<file path="src/poi_pkg.sv">
// Shared types and constants for the planar odometry integrator.
`timescale 1ns / 1ps
package poi_pkg;

  localparam logic OP_INTEGRATE = 1'b0;
  localparam logic OP_SET       = 1'b1;

  localparam logic [28:0] HEAD_SCALE  = 29'd341782638;
  localparam logic [31:0] CORDIC_GAIN = 32'd652032875;
  localparam logic signed [33:0] ONE_Q30 = 34'sd1073741824;

  typedef struct packed {
    logic        operation;
    logic [31:0] vel_x;
    logic [31:0] vel_y;
    logic [31:0] yaw_rate;
    logic [19:0] time_step;
    logic [31:0] pose_x;
    logic [31:0] pose_y;
    logic [31:0] pose_heading;
  } item_t;

  function automatic logic [31:0] atan_lut(input logic [4:0] idx);
    logic [31:0] v;
    unique case (idx)
      5'd0:  v = 32'h20000000;
      5'd1:  v = 32'h12E4051E;
      5'd2:  v = 32'h09FB385B;
      5'd3:  v = 32'h051111D4;
      5'd4:  v = 32'h028B0D43;
      5'd5:  v = 32'h0145D7E1;
      5'd6:  v = 32'h00A2F61E;
      5'd7:  v = 32'h00517C55;
      5'd8:  v = 32'h0028BE53;
      5'd9:  v = 32'h00145F2F;
      5'd10: v = 32'h000A2F98;
      5'd11: v = 32'h000517CC;
      5'd12: v = 32'h00028BE6;
      5'd13: v = 32'h000145F3;
      5'd14: v = 32'h0000A2F9;
      5'd15: v = 32'h0000517C;
      5'd16: v = 32'h000028BE;
      5'd17: v = 32'h0000145F;
      5'd18: v = 32'h00000A2F;
      5'd19: v = 32'h00000517;
      5'd20: v = 32'h0000028B;
      5'd21: v = 32'h00000145;
      5'd22: v = 32'h000000A2;
      5'd23: v = 32'h00000051;
      5'd24: v = 32'h00000028;
      5'd25: v = 32'h00000014;
      5'd26: v = 32'h0000000A;
      5'd27: v = 32'h00000005;
      5'd28: v = 32'h00000002;
      5'd29: v = 32'h00000001;
      default: v = 32'h00000000;
    endcase
    return v;
  endfunction

endpackage

</file>
<file path="src/poi_front.sv">
// Input side: accepts words and queues them in a two-entry buffer for the back end.
`timescale 1ns / 1ps
module poi_front (
  input  logic           clk,
  input  logic           rst_n,
  input  logic           in_valid,
  output logic           in_stall,
  input  poi_pkg::item_t in_item,
  output logic           q_valid,
  output poi_pkg::item_t q_item,
  input  logic           q_pop
);

  poi_pkg::item_t buf_r [2];
  logic       wr_ptr_r, wr_ptr_nxt;
  logic       rd_ptr_r, rd_ptr_nxt;
  logic [1:0] cnt_r, cnt_nxt;
  logic       push;
  logic       pop;

  assign in_stall = (cnt_r == 2'd2);
  assign q_valid  = (cnt_r != 2'd0);
  assign q_item   = buf_r[rd_ptr_r];
  assign push     = in_valid && !in_stall;
  assign pop      = q_pop && q_valid;

  always_comb begin
    wr_ptr_nxt = push ? !wr_ptr_r : wr_ptr_r;
    rd_ptr_nxt = pop ? !rd_ptr_r : rd_ptr_r;
    cnt_nxt    = cnt_r + {1'b0, push} - {1'b0, pop};
  end

  always_ff @(posedge clk) begin
    if (!rst_n) begin
      wr_ptr_r <= 1'b0;
      rd_ptr_r <= 1'b0;
      cnt_r    <= 2'd0;
    end else begin
      wr_ptr_r <= wr_ptr_nxt;
      rd_ptr_r <= rd_ptr_nxt;
      cnt_r    <= cnt_nxt;
    end
  end

  always_ff @(posedge clk) begin
    if (push) begin
      buf_r[wr_ptr_r] <= in_item;
    end
  end

endmodule

</file>
<file path="config.mk">
export PLATFORM = sky130hd
export DESIGN_NAME = poi_front
export DESIGN_NICKNAME = d
export VERILOG_FILES = /design/src/poi_pkg.sv /design/src/poi_front.sv
export SDC_FILE = /design/constraint.sdc
export NUM_CORES = 1
export LEC_CHECK = 0
export BUFFER_PORTS_ARGS = -buffer_cell sky130_fd_sc_hd__buf_2
export CORE_UTILIZATION = 25
export CTS_CLUSTER_SIZE = 12
export DETAILED_ROUTE_END_ITERATION = 10
export PLACE_DENSITY = 0.45
export SLEW_MARGIN = 5
export SYNTH_ARGS = -nofsm -noshare
export SYNTH_HDL_FRONTEND = slang
export SYNTH_SLANG_ARGS = --single-unit
</file>
<file path="constraint.sdc">
create_clock -name clk -period 22.6 [get_ports clk]
set_input_delay 6.78 -clock clk [delete_from_list [all_inputs] [get_ports clk]]
set_output_delay 6.78 -clock clk [all_outputs]
set_load 0.05 [all_outputs]
</file>
==> Word-level counts from Yosys, hierarchy flattened <==
Memory sizes are Yosys's and may differ from the RTL's. A register that Yosys moved wholly into a read port is not among the register bits.
Index checks and enable logic that the tools add are counted.
{ "totals": {"ff_bits": 4, "ram_bits": 426, "input_bits": 217, "out_inout_bits": 215, "wordCells": 17, "memories": 1} }
{ "mem_list": {"columns": ["name", "depth", "word_bits", "rd", "rd_ports_with_merged_regs", "wr", "line_no", "source"], "rows": [
  ["buf_r", 2, 213, 1, 1, 1, "poi_front.sv:14", "poi_pkg::item_t buf_r [2];"]
]} }
{ "classes": {"n_addsub": 2, "eq_ne": 1, "mux": 4, "n_reduce_logical": 6} }
{ "ops": {"columns": ["operator", "count"], "rows": [
  ["1-bit two-way mux", 4],
  ["1-bit zero test", 3],
  ["2-bit by 1-bit adder with 2-bit output", 1],
  ["2-bit equality test, second input constant", 1],
  ["1-bit logical AND", 2],
  ["2-bit nonzero test", 1],
  ["2-bit by 1-bit subtractor with 2-bit output", 1]
]} }

==> Longest topological paths before layout <==
Gate-level depths: netlist (run 1).
{ "logic_depth": {"word_depth": 5, "mapped_depth": 8, "depth_no_buf": 8} }

==> Worst setup path after synthesis (run 1) <==
Ideal clock, no wire load.
{ "synth_timing": {"path_type": "input to register", "from": "input in_valid", "to": "memory buf_r[0][0] (netlist bit) (enable)", "setup_ns": 0.790, "arrival_time_ns": 15.702, "required_time_ns": 21.810, "slack_ns": 6.109, "stages": 2, "n_path_buf": 0, "path_cell_list": "nand2_1 nor2_1"} }
{ "synth_between": {"elab_chain_cells": 3} }
{ "synth_rtl": {"columns": ["element", "line_no", "source"], "rows": [
  ["start, declared", "poi_front.sv:6", "input logic in_valid,"],
  ["1-bit logical AND", "poi_front.sv:24", "assign push = in_valid && !in_stall;"],
  ["1-bit two-way mux", "poi_front.sv:46", "if (push) begin"],
  ["1-bit two-way mux (implied by the code)", "poi_front.sv:47", "buf_r[wr_ptr_r] <= in_item;"],
  ["end, declared", "poi_front.sv:14", null]
]} }
No other way between the ends.

==> metrics.txt, run 1 <==
Place WS about 13 ns; Max Clk Rate 102.3 MHz; H-tree Lvls 2; Placeable Area about 0.064 mm²; Psw 0.9895 mW; reg2reg setup slack ~19 ns; CTS resizes 0; FF/Latch Area between 0.01 and 0.015 mm²; drt wl/cell 17.89 µm; Final Wtd Congestion ~0.72; area share of the largest cell type after synthesis 0.7844; post-route insts no fill approximately 2,000; Area Overhead vs Synth 28.13%; top cell type by total area after synthesis edfxtp_1; clock slew at reported path FFs 0.05 ns; reg-to-reg endpoint buf_r[0][110]; Initial Util 0.2530; Pins Over Slew Limit 0; Worst Setup End Kind output pin; Via density around 3.9; share of layout cells above drive strength 1 0.6052; hold buffers post-CTS 0; Max Buffers Root-to-Sink 3; Max Cap Viol 0; RSZ-0062 raised after global routing no; syn_area_per_cell about 24 µm²; first-pass GRT wire length around 54 mm; router iterations before antenna repair 4; post-route ant nets 0; Req. time, crit path about 16 ns; CP Max Fanout roughly 120; Vias between 7,000 and 8,000; largest net degree at the start of global routing approximately 120; vias in the first global route roughly 8,400; R2R cell count 5; slew of the pin with the lowest slew margin 1.284 ns; DR iter-0 viols approximately 350; total grt overflow 0; CP Launch Type flop; critical path type reg -> out; DP Wirelength about 24 mm; synthesized flop and latch total approximately 430; Final nets between 1,000 and 1,500; fillcell total about 6,300; Crit-path slowest cell dfxtp_4; Slew HR 0.1439; post-layout util 0.3241; Mapped Cells ~690; drt total wl approximately 37 mm; status completed; clock share of power 0.277; GRT Total Usage 0.1077; VDD IR max 0.07734 mV; worst-skew pair later-pin latency 0.57 ns; Static Leak 7.961 nW; number of DRC violations after detailed routing 0; dpl cells 1,959; initial antenna violation count 3; fin worst setup slack 12.83 ns; multi-input logic area roughly 0.0032 mm²; Area contributors post-synth edfxtp_1 (78%), mux2_4 (16%), mux2_2 (3.0%); commonest cells after routing, fill and taps aside buf_2 (431), edfxtp_1 (426), mux2_4 (170), clkbuf_16 (49), mux2_2 (43); min Tclk post-route between 9 and 10 ns; most common cell after layout, fill and taps aside buf_2; die area approximately 0.066 mm²; setup skew after layout between 0.009 and 0.01 ns; Syn Nets around 900; FP Rows between 90 and 100; logic gate share of total power 0.341; Internal Pwr Total between 1.5 and 2 mW; synth unique cells 18; Arr. time, crit path approximately 3.0 ns; total CTS buffers a little under 50; part of the power in registers 0.382; Port Buffers between 400 and 500; Die Y ~260 µm; die width 257.4 µm; CTS tree done; Final Cycle Share 0.4325; reg2reg start cnt_r[0]; hold path depth 2; setup_tns 0 ns; Hold Path Origin rd_ptr_r; I/O pins 432; max incr delay on CP 0.82 ns; cell area after synthesis between 0.015 and 0.02 mm²; sw frac 0.3634; setup violators final 0; Hold Fails Final Rpt 0; CTS Sinks 431; power per cell area about 130 mW/mm²; sequential-to-total area share from yosys stat 0.7905; Root Driver clkbuf_16; worst path cell trace buf_12 > mux2_4 > buf_2; Hold Path Class reg -> reg; number of synthesis warnings 0; post-CTS setup buffers 0
[sequential cells by signal, indices dropped and copies added, names as in the netlist, named ones only]
| name | flops |
|---|---|
| cnt_r | 2 |
| wr_ptr_r | 1 |
| rd_ptr_r | 1 |
| buf_r | 426 |
[logic make-up after synthesis]
kind of cell             synth area share
XOR/XNOR                         0.001611
buffers and inverters             0.01573
flip-flops                         0.7905
AO/OA/AOI/OAI                   0.0004605
multiplexers                       0.1868
adder cells (fa/ha/maj)          0.001534
AND/OR/NAND/NOR                  0.003300
[worst max-delay path, delay by kind of cell, from the launching register on]
family / cells / cell delay (ns)
flops: 1 / 0.82
buf+inv: 2 / 0.80
mux: 1 / 0.34
[layout make-up]
| cell class | instances | share of cell area |
|---|---|---|
| Sequential cell | 431 | 0.6172 |
| Multi-Input combinational cell | 231 | 0.1518 |
| Timing Repair Buffer | 439 | 0.1067 |
| Clock buffer | 63 | 0.06120 |
| Tap cell | 855 | 0.05120 |
| Clock inverter | 26 | 0.01126 |
| Inverter | 3 | 0.0005389 |
| Antenna cell | 1 | 0.0001198 |
[Yosys cell counts]
library cell / count
nand2b_1: 2
or2_2: 1
xor2_1: 1
nand2_1: 2
ha_1: 2
and3_1: 1
o21a_1: 1
xnor2_1: 2
nor2_1: 4
mux2_4: 170
buf_2: 4
dfxtp_1: 5
mux2i_1: 1
buf_6: 20
inv_1: 3
mux2_2: 43
and2_1: 1
edfxtp_1: 426
[layer usage]
layer,vias up,GRT usage,share of wire
li1,3693,-,-
met1,3995,0.1248,0.40
met2,238,0.1870,0.51
met3,67,0.03418,0.065
met4,6,0.03616,0.024
met5,-,0,0.00098
[worst max path at each step]
| stage | end | slack [ns] | depth (start not counted) |
|---|---|---|---|
| final | q_item[102] | 12.83 | 3 |
| after global routing | q_item[11] | 12.65 | 3 |
| after CTS | q_item[11] | 12.72 | 3 |
| after detailed placement | buf_r[0][109] | 12.69 | 5 |
| after global placement | buf_r[0][109] | 12.69 | 5 |
| after floorplan | buf_r[0][0] | 6.11 | 2 |
[power groups by stage]
stage	logic, mW	registers (mW)	clock network [mW]
4_1_cts	0.944	1.04	0.786
6_report	0.929	1.04	0.754
2_1_floorplan	0.760	1.07	0
5_1_grt	0.969	1.05	0.814
3_3_place_gp	0.942	1.05	0
3_5_place_dp	0.942	1.06	0
[stage by stage]
step | power, mW | instance area [µm²] | hold slack (ns)
floorplan | 1.834 | 16310 | 0.4549
global placement | 1.996 | 19380 | 0.4930
detailed placement | 2.000 | 19380 | 0.5032
CTS | 2.771 | 20890 | 0.5273
global route | 2.833 | 20890 | 0.5598
finish | 2.723 | 20900 | 0.5203
Note: power is estimated with default switching activity, not from simulation.
==> inputs of run 2 (changes only) <==
--- a/config.mk
+++ b/config.mk
@@ -5,6 +5,7 @@
 export SDC_FILE = /design/constraint.sdc
 export NUM_CORES = 1
 export LEC_CHECK = 0
+export ABC_AREA = 1
 export BUFFER_PORTS_ARGS = -buffer_cell sky130_fd_sc_hd__buf_2
 export CORE_UTILIZATION = 25
 export CTS_CLUSTER_SIZE = 12
==> constraint.sdc (replaced) <==
create_clock -name clk -period 9 [get_ports clk]
set_input_delay 2.7 -clock clk [delete_from_list [all_inputs] [get_ports clk]]
set_output_delay 2.7 -clock clk [all_outputs]
set_load 0.05 [all_outputs]
==> run 2 against run 1 <==
Effect of this change: via count increased by 0.28%; power rose to 2.5 times the previous value; combinational power increased by 140%; synthesized cell count rose by 1.6%; critical path type unchanged; largest power group unchanged; highest routed layer unchanged.
==> metrics.txt, run 2 <==
status completed; DP Wirelength about 24 mm; worst hold margin between 0.5 and 0.6 ns; Final Cycle Share 0.6356; WP depth 3; Placeable Area around 0.064 mm²; reg-to-reg endpoint buf_r[1][28]; Final nets 1,384; Max Buffers Root-to-Sink 3; first-pass GRT wire length around 54 mm; setup_tns 0 ns; syn_area_per_cell around 23 µm²; Mapped Cells 700; Post-synth top cells edfxtp_1 (426), mux2_4 (170), mux2_2 (43); worst setup path endpoint q_item[40]; logic gate share of total power 0.331; drt total wl 37.14 mm; drt wl/cell 18.01 µm; most common cell in the netlist edfxtp_1; total grt overflow 0; part of the power in registers 0.385; post-CTS setup buffers 0; Die Y ~260 µm; R2R cell count 5; I/O pins about 430; fillcell total 6,348; area share of the largest cell type after synthesis 0.7839; commonest cells after routing, fill and taps aside buf_2 (431), edfxtp_1 (426), mux2_4 (170), clkbuf_16 (51), mux2_2 (43); Slew HR 0.2916; router iterations before antenna repair 4; Pins Over Slew Limit 0; dpl cells approximately 2,000; Syn Nets between 900 and 1,000; Static Leak 8.017 nW; RSZ-0062 raised after global routing no; H-tree Lvls 2; max incr delay on CP 0.92 ns; fin worst setup slack 3.279 ns; GRT Total Usage 0.1085; number of synthesis warnings 0; post-layout util 0.3256; Max Clk Rate between 150 and 200 MHz; reg2reg start cnt_r[0]; Arr. time, crit path around 3.0 ns; cell area after synthesis 0.01632 mm²; fin area 0.02099 mm²; die area ~0.066 mm²; top cell type by total area after synthesis edfxtp_1; max FFs per register roughly 430; Crit-path slowest cell dfxtp_4; top flop regs buf_r (426), cnt_r (2); Power Total 6.859 mW; Internal Pwr Total between 4 and 5 mW; slew of the pin with the lowest slew margin about 1.1 ns; clock share of power 0.284; CP Max Fanout 46; DR iter-0 viols roughly 360; Async SR Flop Fraction 0; post-route ant nets 0; Worst Setup End Kind output pin; CP Launch Type flop; die width 257.5 µm; number of DRC violations after detailed routing 0; vias in the first global route between 8,000 and 9,000; total CTS buffers 49; Crit path max-delay family buffers and inverters; hold buffers post-CTS 0; min Tclk post-route 5.721 ns; clock slew at reported path FFs ~0.06 ns; Root Driver clkbuf_16; DP Area ~0.019 mm²; Most used DFF post-synth edfxtp_1; Hold Path Class reg -> reg; CTS resizes 0; Area contributors post-synth edfxtp_1 (78%), mux2_4 (16%), mux2_2 (3.0%); post-route insts no fill approximately 2,100; FP Rows a little over 90; Max Cap Viol 0; Psw roughly 2.5 mW; Req. time, crit path between 6 and 7 ns; critical path type reg -> out; Place WS 3.763 ns; Vias roughly 8,000; setup violators final 0; reg2reg setup slack ~6.4 ns; EDFF count, synth between 400 and 500; most common cell after layout, fill and taps aside buf_2; largest register by flop count buf_r; worst-skew pair later-pin latency about 0.57 ns; CTS Sinks between 400 and 500; largest net degree at the start of global routing 124; Hold Fails Final Rpt 0; Via density roughly 3.9; synthesized flop and latch total between 400 and 500; sequential-to-total area share from yosys stat 0.7901; worst path cell trace buf_4 > mux2_2 > buf_2; initial antenna violation count 5; Initial Util 0.2531; sw frac 0.3579; Area Overhead vs Synth 28.65%; sum of buffers and inverters on the critical path 2; VDD IR max about 0.17 mV; Port Buffers 431; synth unique cells 12; CTS tree done; share of layout cells above drive strength 1 0.6002; Final Wtd Congestion between 0.7 and 0.8; setup skew after layout approximately 0.016 ns; power per cell area approximately 330 mW/mm²
run 2: changes by cell type in the layout (fill, tap and decap cells not counted), sizes merged, moves of 2 or more:
cell,before,now
nand2,2,9
nor2,4,8
diode,1,4
inv,6,9
nand3,0,3
a21oi,0,2
nand2b,2,0
xnor2,2,0
run 2: worst reg2reg max path, stage by stage, from the launching register on:
cell,delay (ns)
dfxtp_1,0.35
inv_1,0.06
nand2_1,0.12
nand3_1,0.21
inv_8,0.55
buf_12,0.67
run 2: logic make-up after synthesis:
kind of cell	synth area share
compound gates	0.0006134
fa+ha+maj	0.001533
buf+inv	0.01687
flops	0.7901
mux	0.1861
simple gates	0.004830
run 2: power by group through the flow:
stage / Clock, mW / Combinational (mW) / Sequential [mW]
3_3_place_gp: 0 / 2.31 / 2.67
6_report: 1.95 / 2.27 / 2.64
2_1_floorplan: 0 / 1.86 / 2.69
3_5_place_dp: 0 / 2.31 / 2.68
4_1_cts: 2.03 / 2.32 / 2.64
5_1_grt: 2.10 / 2.38 / 2.67
run 2: how the worst min path moves through the flow:
stage / from / endpoint / slack [ns] / cells past startpoint
2_1_floorplan: rd_ptr_r / flop / 0.47 / 2
3_3_place_gp: rd_ptr_r / rd_ptr_r / 0.49 / 2
3_5_place_dp: rd_ptr_r / rd_ptr_r / 0.49 / 2
4_1_cts: rd_ptr_r / rd_ptr_r / 0.51 / 2
5_1_grt: wr_ptr_r / wr_ptr_r / 0.56 / 2
6_report: rd_ptr_r / rd_ptr_r / 0.51 / 2
run 2: cell type report:
| class | instances | area, µm² | share of cell area |
|---|---|---|---|
| sequential | 431 | 12900 | 0.6143 |
| multi-input combinational | 237 | 3158 | 0.1504 |
| timing repair buffer | 438 | 2247 | 0.1070 |
| clock buffer | 64 | 1325 | 0.06312 |
| tap | 855 | 1070 | 0.05096 |
| clock inverter | 25 | 249.0 | 0.01186 |
| inverter | 8 | 37.54 | 0.001788 |
| antenna | 4 | 10.01 | 0.0004768 |
run 2: routing by layer:
layer	share of wire	GRT usage	vias up
met5	0.00073	0	-
met4	0.028	0.04290	4
li1	-	-	3716
met1	0.39	0.1268	4013
met3	0.063	0.03093	63
met2	0.52	0.1867	225
